<file path="src/hdl/sabs_pkg.sv">
// Package for the sorted array binary search block.
// Holds default parameters, the queued command type and the operation codes.
// No dependencies.
package sabs_pkg;

  localparam int DEPTH_DEF      = 1024;
  localparam int VALUE_BITS_DEF = 32;
  localparam int QUEUE_DEPTH    = 2;
  localparam int POS_W          = 12;
  localparam int WIDX_W         = 10;

  typedef enum logic [2:0] {
    OP_WRITE,
    OP_EXACT,
    OP_FIRST_GE,
    OP_LAST_LE,
    OP_NONE
  } op_t;

  typedef enum logic {
    ST_IDLE,
    ST_RUN
  } st_t;

  typedef struct packed {
    op_t                op;
    logic [WIDX_W-1:0]  widx;
    logic [POS_W-1:0]   lo;
    logic [POS_W-1:0]   hi;
  } cmd_t;

endpackage

</file>
<file path="src/hdl/sabs_front.sv">
// Front part: classifies an accepted word into a queued command.
// Clamps the search range, wraps values and drops writes beyond the store.
// Depends on sabs_pkg.
module sabs_front #(
  parameter int DEPTH      = sabs_pkg::DEPTH_DEF,
  parameter int VALUE_BITS = sabs_pkg::VALUE_BITS_DEF
) (
  input  logic                         accept,
  input  logic                         in_kind,
  input  logic [9:0]                   in_write_index,
  input  logic signed [31:0]           in_write_value,
  input  logic [1:0]                   in_search_mode,
  input  logic signed [31:0]           in_target,
  input  logic [10:0]                  in_range_low,
  input  logic [10:0]                  in_range_high,
  output logic                         push,
  output sabs_pkg::cmd_t               cmd,
  output logic signed [VALUE_BITS-1:0] value
);
  import sabs_pkg::*;

  logic [POS_W-1:0] hi_c;
  logic [POS_W-1:0] lo_c;
  logic             keep;

  always_comb begin
    hi_c = (32'(in_range_high) > DEPTH) ? POS_W'(DEPTH) : {1'b0, in_range_high};
    lo_c = ({1'b0, in_range_low} > hi_c) ? hi_c : {1'b0, in_range_low};
    cmd.widx = in_write_index;
    cmd.lo   = lo_c;
    cmd.hi   = hi_c;
    keep     = 1'b1;
    if (!in_kind) begin
      cmd.op = OP_WRITE;
      keep   = (32'(in_write_index) < DEPTH);
      value  = VALUE_BITS'(in_write_value);
    end else begin
      value = VALUE_BITS'(in_target);
      unique case (in_search_mode)
        2'd0: cmd.op = OP_EXACT;
        2'd1: cmd.op = OP_FIRST_GE;
        2'd2: cmd.op = OP_LAST_LE;
        2'd3: cmd.op = OP_NONE;
      endcase
    end
    push = accept && keep;
  end

endmodule

</file>
<file path="config.mk">
export PLATFORM = sky130hd
export DESIGN_NAME = sabs_front
export DESIGN_NICKNAME = d
export VERILOG_FILES = /design/src/hdl/sabs_pkg.sv /design/src/hdl/sabs_front.sv
export SDC_FILE = /design/constraint.sdc
export NUM_CORES = 1
export LEC_CHECK = 0
export ABC_AREA = 1
export BUFFER_PORTS_ARGS = -buffer_cell sky130_fd_sc_hd__buf_2
export CAP_MARGIN = 20
export CORE_AREA = 2 2 65 67
export DETAILED_ROUTE_END_ITERATION = 10
export DIE_AREA = 0 0 67 69
export GPL_ROUTABILITY_DRIVEN = 0
export GPL_TIMING_DRIVEN = 0
export PLACE_DENSITY = 0.89
export REMOVE_ABC_BUFFERS = 1
export SLEW_MARGIN = 30
export SYNTH_ARGS = -nofsm -noshare
export SYNTH_HDL_FRONTEND = slang
export SYNTH_SLANG_ARGS = --single-unit
</file>
<file path="constraint.sdc">
create_clock -name vclk -period 4.7
set_clock_uncertainty 0.05 [all_clocks]
set_input_delay 0 -clock vclk [all_inputs]
set_output_delay 0 -clock vclk [all_outputs]
set_load 0.01 [all_outputs]
</file>
==> metrics.md <==
| Metric | Value |
|---|---|
| Status | finished clean |
| Compound-cell area share of the yosys netlist | under 10% |
| Post-synth top area share | 31.3% |
| Core ar. | between 3000 and 4000 um^2 |
| Final hold vios | 0 |
| Buffers on Ports | 146 |
| Met3 wire length | 479 um |
| Drt via density | about 4.4 |
| Number of max-slew violations in the final report | 0 |
| Yosys cell types | 20 |
| Layout area overhead | 66.6% |
| Initial DRC count | 48 |
| Initial antenna violation count | 0 |
| Largest net degree at the start of global routing | 36 |
| Arrival @ worst endpoint | 2.27 ns |
| Most frequent cells in the layout | buf_2, nand2_1, mux2_2 |
| Tcrit/Tclk final | roughly half |
| Die H | 69 um |
| CP startpoint kind | input pin |
| Post-DRT Antenna Nets | 0 |
| Leading area contributor after synthesis | mux2_2 |
| CP max-delay cell | nand2_2 |
| Relative slew slack | 53.6% |
| Crit. End Element | primary output |
| Diode count | 0 |
| Post-Synth Adder-Cell Area | between 15 and 20% |
| Nets@finish | ~430 |
| Post-Synth XOR/XNOR Area | 0% |
| Worst vdd ir | approximately 60 uV |
| Worst Path Max Fanout | 11 |
| Syn avg cell area | 6.58 um^2 |
| Setup TNS | 0 ns |
| M1 wire length | between 1.5 and 2 mm |
| Detailed placer's ending HPWL | around 4.0 mm |
| Cts repair resizes | 0 |
| Register area share after synthesis | 0% |
| Largest family of logic cells by synthesized area | multiplexers |
| CP cell instances | buf_2 > nor2_1 > nand3_1 > nor2_1 > nor2_1 > nor2_1 > inv_1 > ha_1 > nand2_1 > inv_1 > nand2_1 > nor2_4 > nand4_2 > nand2_2 > nand2_1 > nand2_1 > buf_2 |
| WP buf/inv | 4 |
| Unrepaired setup endpoints after global routing | no |
| Design area | between 1500 and 2000 um^2 |
| Max Fclk | between 0.4 and 0.5 GHz |
| Vias in the first global route | 1508 |
| Gr usage total | about a fifth |
| Overall routed net length | ~4.6 mm |
| Drt wl/cell | about 13 um |
| Hold Buf Count CTS | 11 |
| Global-route wire length before repair | 6.82 mm |
| Synth area leaders | mux2_2, ha_1, nand2_1, inv_1, buf_4 |
| Mux share of post-synthesis cell area | 31.3% |
| Setup Fix Bufs, Post-CTS | 0 |
| Chip Width | 67 um |
| I/O pins | between 150 and 200 |
| Max-cap violations | 0 |
| Via count | roughly 1600 |
| Mapped cell area | ~1200 um^2 |
| Commonest non-fill, non-tap cell in the layout | buf_2 |
| DR pass1 iterations | 2 |
| Sequential cell area | 0 um^2 |
| CP Data Required Time | 4.65 ns |
| Dpl cell area | ~1800 um^2 |
| Actual slew at the worst max-slew pin | between 0.6 and 0.7 ns |
| Starting Density | just under 30% |
| Seq Cell Count | 0 |
| DRC viols | 0 |
| Post-synthesis simple-gate area fraction | between 20% and 30% |
| P per Cell Area | around 100 nW/um^2 |
| Layout cells sized above 1 | 59.7% |
| Class of the tightest hold or removal check | in2out |
| Rows | 23 |
| Filler instances | 381 |
| DR WL met2 | around 2.4 mm |
| Setup violators final | 0 |
| Die area | 4620 um^2 |
| Uppermost layer routed | met3 |
| Leak Pwr | approximately 0.0012 uW |
| Syn Inst Count | 175 |
| Setup CP Type | in2out |
| Synth warn | 0 |
| Crit path max-delay family | simple AND/OR/NAND/NOR gates |
| Period minus WS final | ~2.3 ns |
| Gr ovfl total | 0 |
| Clock buffers | 0 |
| Slowest stage delay, CP | between 0.3 and 0.4 ns |
## path summary, 6_finish.rpt
| kind | slack [ns] | start | depth (start not counted) | end |
|---|---|---|---|---|
| max | 2.38 | in_range_high[0] | 17 | cmd[19] |
| min | 0.23 | in_range_high[10] | 2 | cmd[10] |
## cell type report
cell class	count	area [um^2]	share of cell area [%]
Inverter	30	113	5.87
Multi-Input combinational cell	126	903	47.1
Tap cell	50	62.6	3.26
Timing Repair Buffer	157	841	43.8
## metrics by stage
| step | utilization (%) | hold slack [ns] | cells | setup WS, ns | total power, uW |
|---|---|---|---|---|---|
| after global routing | 49.0 | 0.232 | 363 | 2.15 | 223 |
| after global placement | 46.2 | -0.0499 | 352 | 2.41 | 188 |
| after floorplan | - | -0.0500 | 156 | 2.85 | 97.3 |
| final | 49.0 | 0.226 | 363 | 2.38 | 201 |
| after detailed placement | 46.2 | -0.0499 | 352 | 2.38 | 191 |
| after CTS | 49.0 | 0.223 | 363 | 2.37 | 203 |
## kinds of logic (layout without fill, tap and decap cells)
logic type	count (synthesis)	count (layout)
AND/OR/NAND/NOR	73	73
buffers and inverters	50	187
multiplexers	32	32
adder cells (fa/ha/maj)	14	14
AO/OA/AOI/OAI	5	5
other	1	2
## metal layers
| metal | global-route usage, % | vias to the layer above |
|---|---|---|
| li1 | - | 815 |
| met4 | 0.227 | 0 |
| met3 | 5.06 | 0 |
| met5 | 0 | - |
| met1 | 20.7 | 685 |
| met2 | 36.0 | 84 |
## where the power goes
part / switching [uW] / internal, uW
Sequential: 0 / 0
Combinational: 103 / 98.4
Clock: 0 / 0
## synthesized netlist by cell type, drive strengths merged
cell,count
a21oi,3
inv,30
conb,1
nand3b,1
buf,19
clkbuf,1
ha,14
nor2,13
nand3,13
o21ai,1
o21a,1
nand4,1
nand2,45
mux2,32
Note: power is estimated with default switching activity, not from simulation.
