<file path="src/hdl/sabs_pkg.sv">
// Package for the sorted array binary search block.
// Holds default parameters, the queued command type and the operation codes.
// No dependencies.
package sabs_pkg;

  localparam int DEPTH_DEF      = 1024;
  localparam int VALUE_BITS_DEF = 32;
  localparam int QUEUE_DEPTH    = 2;
  localparam int POS_W          = 12;
  localparam int WIDX_W         = 10;

  typedef enum logic [2:0] {
    OP_WRITE,
    OP_EXACT,
    OP_FIRST_GE,
    OP_LAST_LE,
    OP_NONE
  } op_t;

  typedef enum logic {
    ST_IDLE,
    ST_RUN
  } st_t;

  typedef struct packed {
    op_t                op;
    logic [WIDX_W-1:0]  widx;
    logic [POS_W-1:0]   lo;
    logic [POS_W-1:0]   hi;
  } cmd_t;

endpackage

</file>
<file path="src/hdl/sabs_fifo.sv">
// Short command queue between the front and back parts.
// Generic width; depth from the package.
// Depends on sabs_pkg.
module sabs_fifo #(
  parameter int W = 8
) (
  input  logic         clk,
  input  logic         rst_n,
  input  logic         push,
  input  logic [W-1:0] push_data,
  input  logic         pop,
  output logic [W-1:0] head,
  output logic         empty,
  output logic         full
);
  import sabs_pkg::*;

  localparam int PW = (QUEUE_DEPTH > 1) ? $clog2(QUEUE_DEPTH) : 1;
  localparam int CW = $clog2(QUEUE_DEPTH + 1);

  logic [W-1:0]  slot_r [QUEUE_DEPTH];
  logic [PW-1:0] wr_r, wr_nxt;
  logic [PW-1:0] rd_r, rd_nxt;
  logic [CW-1:0] cnt_r, cnt_nxt;

  function automatic logic [PW-1:0] bump(input logic [PW-1:0] p);
    bump = (32'(p) == QUEUE_DEPTH - 1) ? '0 : p + PW'(1);
  endfunction

  always_comb begin
    wr_nxt  = push ? bump(wr_r) : wr_r;
    rd_nxt  = pop ? bump(rd_r) : rd_r;
    cnt_nxt = cnt_r + CW'(push) - CW'(pop);
    head    = slot_r[rd_r];
    empty   = (cnt_r == '0);
    full    = (32'(cnt_r) == QUEUE_DEPTH);
  end

  always_ff @(posedge clk) begin
    if (!rst_n) begin
      wr_r  <= '0;
      rd_r  <= '0;
      cnt_r <= '0;
    end else begin
      wr_r  <= wr_nxt;
      rd_r  <= rd_nxt;
      cnt_r <= cnt_nxt;
    end
    if (push) begin
      slot_r[wr_r] <= push_data;
    end
  end

endmodule

</file>
<file path="config.mk">
export PLATFORM = sky130hd
export DESIGN_NAME = sabs_fifo
export DESIGN_NICKNAME = d
export VERILOG_FILES = /design/src/hdl/sabs_pkg.sv /design/src/hdl/sabs_fifo.sv
export SDC_FILE = /design/constraint.sdc
export NUM_CORES = 1
export LEC_CHECK = 0
export BUFFER_PORTS_ARGS = -buffer_cell sky130_fd_sc_hd__buf_2
export CORE_UTILIZATION = 49
export DETAILED_ROUTE_END_ITERATION = 8
export PLACE_DENSITY = 0.72
export RECOVER_POWER = 25
export SYNTH_ARGS = -nofsm -noshare
export SYNTH_HDL_FRONTEND = slang
export SYNTH_SLANG_ARGS = --single-unit
</file>
<file path="constraint.sdc">
create_clock -name clk -period 1.51 [get_ports clk]
set_clock_uncertainty 0.1 [all_clocks]
set_input_delay 0.3775 -clock clk [delete_from_list [all_inputs] [get_ports clk]]
set_output_delay 0.3775 -clock clk [all_outputs]
set_load 0.1 [all_outputs]
</file>
==> metrics.md <==
| Metric | Value |
|---|---|
| Final RePlAce weighted congestion | `0.606` |
| Syn Nets | `60` |
| First-pass GRT wire length | `1940 µm` |
| Clock Latency Late Sink | `between 0.2 and 0.3 ns` |
| Placed cell count | `between 80 and 90` |
| Nets | `88` |
| CTS root buffer | `clkbuf_4` |
| Worst path arrival time | `between 1 and 1.5 ns` |
| Crit path kind | `flip-flop to primary output` |
| Antenna violations before repair | `0` |
| Total CTS buffers | `3` |
| Multi-input combinational cell area | `around 250 µm²` |
| Hold buffers post-CTS | `0` |
| Status | `finished, violations left` |
| Sequential area share after synthesis | `0.725` |
| Die width | `around 42 µm` |
| Dpl hpwl | `around 830 µm` |
| Final Hold Fails | `0` |
| Syn Inst Count | `46` |
| Die Ht | `about 42 µm` |
| Pre-antenna DRT Iters | `3` |
| Layout area overhead | `46.7%` |
| Routed Antenna Nets | `0` |
| Hold path endpoint | `slot_r[1][6]` |
| R2R depth | `6` |
| Synth top area share | `0.600` |
| GRT Overall Usage | `0.153` |
| Sw Pwr | `0.000545 W` |
| Core area | `about 1500 µm²` |
| Maximum clock rate | `between 0.5 and 0.6 GHz` |
| Fillcell total | `between 90 and 100` |
| Top cell type by total area after synthesis | `edfxtp_1` |
| Internal Power | `between 0.001 and 0.0015 W` |
| Hold path start | `push_data[6]` |
| Worst VDD drop | `approximately 1.1 mV` |
| Max Cap Viol | `0` |
| Area contributors post-synth | `edfxtp_1, dfxtp_1, mux2_2` |
| Startpoint Class | `flip-flop` |
| Worst path required time | `1.03 ns` |
| Synth Warn # | `0` |
| Final wirelength | `1140 µm` |
| Remaining DRCs | `0` |
| Cell Area, Synth | `801 µm²` |
| Final setup margin | `-0.225 ns` |
| CTS clk-pin slew, worst paths | `0.11 ns` |
| Relative slew slack | `0.742` |
| Fraction of layout cells with a size suffix above 1 | `0.548` |
| Reg2reg start | `cnt_r[0]` |
| Reg area | `just under 600 µm²` |
| CTS H-tree depth | `1` |
| Initial DRC Count | `4` |
| Final Cycle Share | `1.15` |
| Final Max Tran Viols | `0` |
| Worst slew pin tran | `0.387 ns` |
| Wirelength per Cell | `approximately 13 µm` |
| Gate power share | `0.396` |
| Via count | `444` |
| Avg Inst Size Synth | `approximately 17 µm²` |
| Number of distinct library cells after synthesis | `12` |
| CTS tree | `yes` |
| Flop-to-flop setup slack | `0.13 ns` |
| RSZ-0062 raised after global routing | `yes` |
| Vias/cell | `between 4 and 5` |
| Port bufs | `21` |
| Full die area | `1800 µm²` |
| Final Instance Area | `about 1200 µm²` |
| Post-CTS setup buffers | `0` |
| Row count | `14` |
| Fin crit period | `1.73 ns` |
| Worst hold stages | `1` |
| Pleak | `0.491 nW` |
| Yosys reg bits | `21` |
| Crit-path max FO | `3` |
| Final setup viols | `8` |
| Post-place instance area | `about 1100 µm²` |
| Clk pwr share | `0.159` |
| Initial Util | `0.525` |
| Finished Layout Cells | `89` |
| Resized cells post-CTS | `13` |
| Reg-to-Reg End | `cnt_r[1]` |
| Setup crit end kind | `primary output` |
| Max clock buf depth | `2` |
| Clock Sink Count | `21` |
| I/O pin total | `22` |
| Hold/Removal Path Class | `primary input to flip-flop` |
| Pwr dens | `around 1300 nW/µm²` |
| Flop pwr share | `0.444` |
| Violated checks | `negative setup slack` |
| Switching share of power | `0.346` |
| Global route overflow | `0` |
| N_diodes | `0` |
| Vias in the first global route | `approximately 470` |
| Largest net degree at the start of global routing | `12` |
| Final Power | `0.00157 W` |
-- kinds of logic (layout without fill, tap and decap cells) --
kind of cell    count (synthesis)  in the layout  synth area share
flops                          21             21             0.725
simple gates                    9              9            0.0672
mux                             8              8             0.113
buf+inv                         3             30            0.0156
fa+ha+maj                       2              2            0.0312
xor+xnor                        2              2            0.0391
compound gates                  1              1           0.00938
-- cell usage in the layout, fill, tap and decap left out --
cell type / synthesis / layout
edfxtp_1: 16 / 16
buf_2: 1 / 11
buf_12: 0 / 10
mux2_4: 0 / 8
and2_1: 4 / 4
nor2b_1: 4 / 3
clkbuf_4: 0 / 3
inv_1: 2 / 2
ha_1: 2 / 2
dfxtp_2: 0 / 2
buf_4: 0 / 2
dfxtp_1: 5 / 2
nor2b_4: 0 / 1
xor2_1: 1 / 1
nor2_4: 0 / 1
o21a_1: 1 / 1
xnor3_1: 1 / 1
clkbuf_1: 0 / 1
dfxtp_4: 0 / 1
buf_6: 0 / 1
-- worst max-delay path: stages (launching register included) --
cell and delay, ns:
dfxtp_2 0.35, buf_4 0.13, mux2_4 0.32, buf_12 0.17
-- per-layer routing --
metal | vias up | GRT usage | wire length [µm]
met2 | 12 | 0.258 | 640
met4 | 0 | 0.0750 | 10
met1 | 211 | 0.181 | 459
met5 | - | 0 | 0
li1 | 219 | - | -
met3 | 2 | 0.0388 | 31
-- cell usage after synthesis, drive strengths merged --
cell type	count
nor2	1
dfxtp	5
ha	2
edfxtp	16
inv	2
o21a	1
nor2b	4
mux2	8
buf	1
xnor3	1
xor2	1
and2	4
-- state kept, by name, summed over array words and instances, names as in the netlist, named ones only --
register / count
rd_r: 1
cnt_r: 2
wr_r: 1
slot_r: 16
-- worst max-delay path by stage --
stage | start | endpoint | slack, ns | depth (start not counted)
global placement | flip-flop | head[4] | 0.06 | 3
finish | flip-flop | head[1] | -0.22 | 3
CTS | flip-flop | head[6] | -0.23 | 3
global route | flip-flop | head[1] | -0.27 | 3
detailed placement | flip-flop | head[0] | 0.04 | 3
floorplan | flip-flop | head[0] | 0.01 | 2
-- through the flow --
step / TNS [ns] / utilization / setup WS, ns / hold WS (ns)
4_1_cts: -1.79 / 0.771 / -0.228 / 0.163
2_1_floorplan: 0 / - / 0.0149 / 0.376
3_5_place_dp: 0 / 0.732 / 0.0379 / 0.469
6_report: -1.73 / 0.771 / -0.225 / 0.168
5_1_grt: -2.16 / 0.771 / -0.272 / 0.147
3_3_place_gp: 0 / 0.732 / 0.0639 / 0.465
-- cell type report --
class | count | share of cell area
sequential | 21 | 0.499
inverter | 2 | 0.00639
tap | 16 | 0.0170
clock buffer | 4 | 0.0224
multi-input combinational | 22 | 0.215
timing repair buffer | 24 | 0.240
-- power by group through the flow --
stage	combinational [W]	sequential, W	clock, W
finish	0.000624	0.000699	0.000250
global route	0.000648	0.000704	0.000289
CTS	0.000628	0.000700	0.000258
detailed placement	0.000621	0.000700	0
global placement	0.000612	0.000699	0
floorplan	0.000396	0.000700	0
Power figures use the tool's default switching activity.
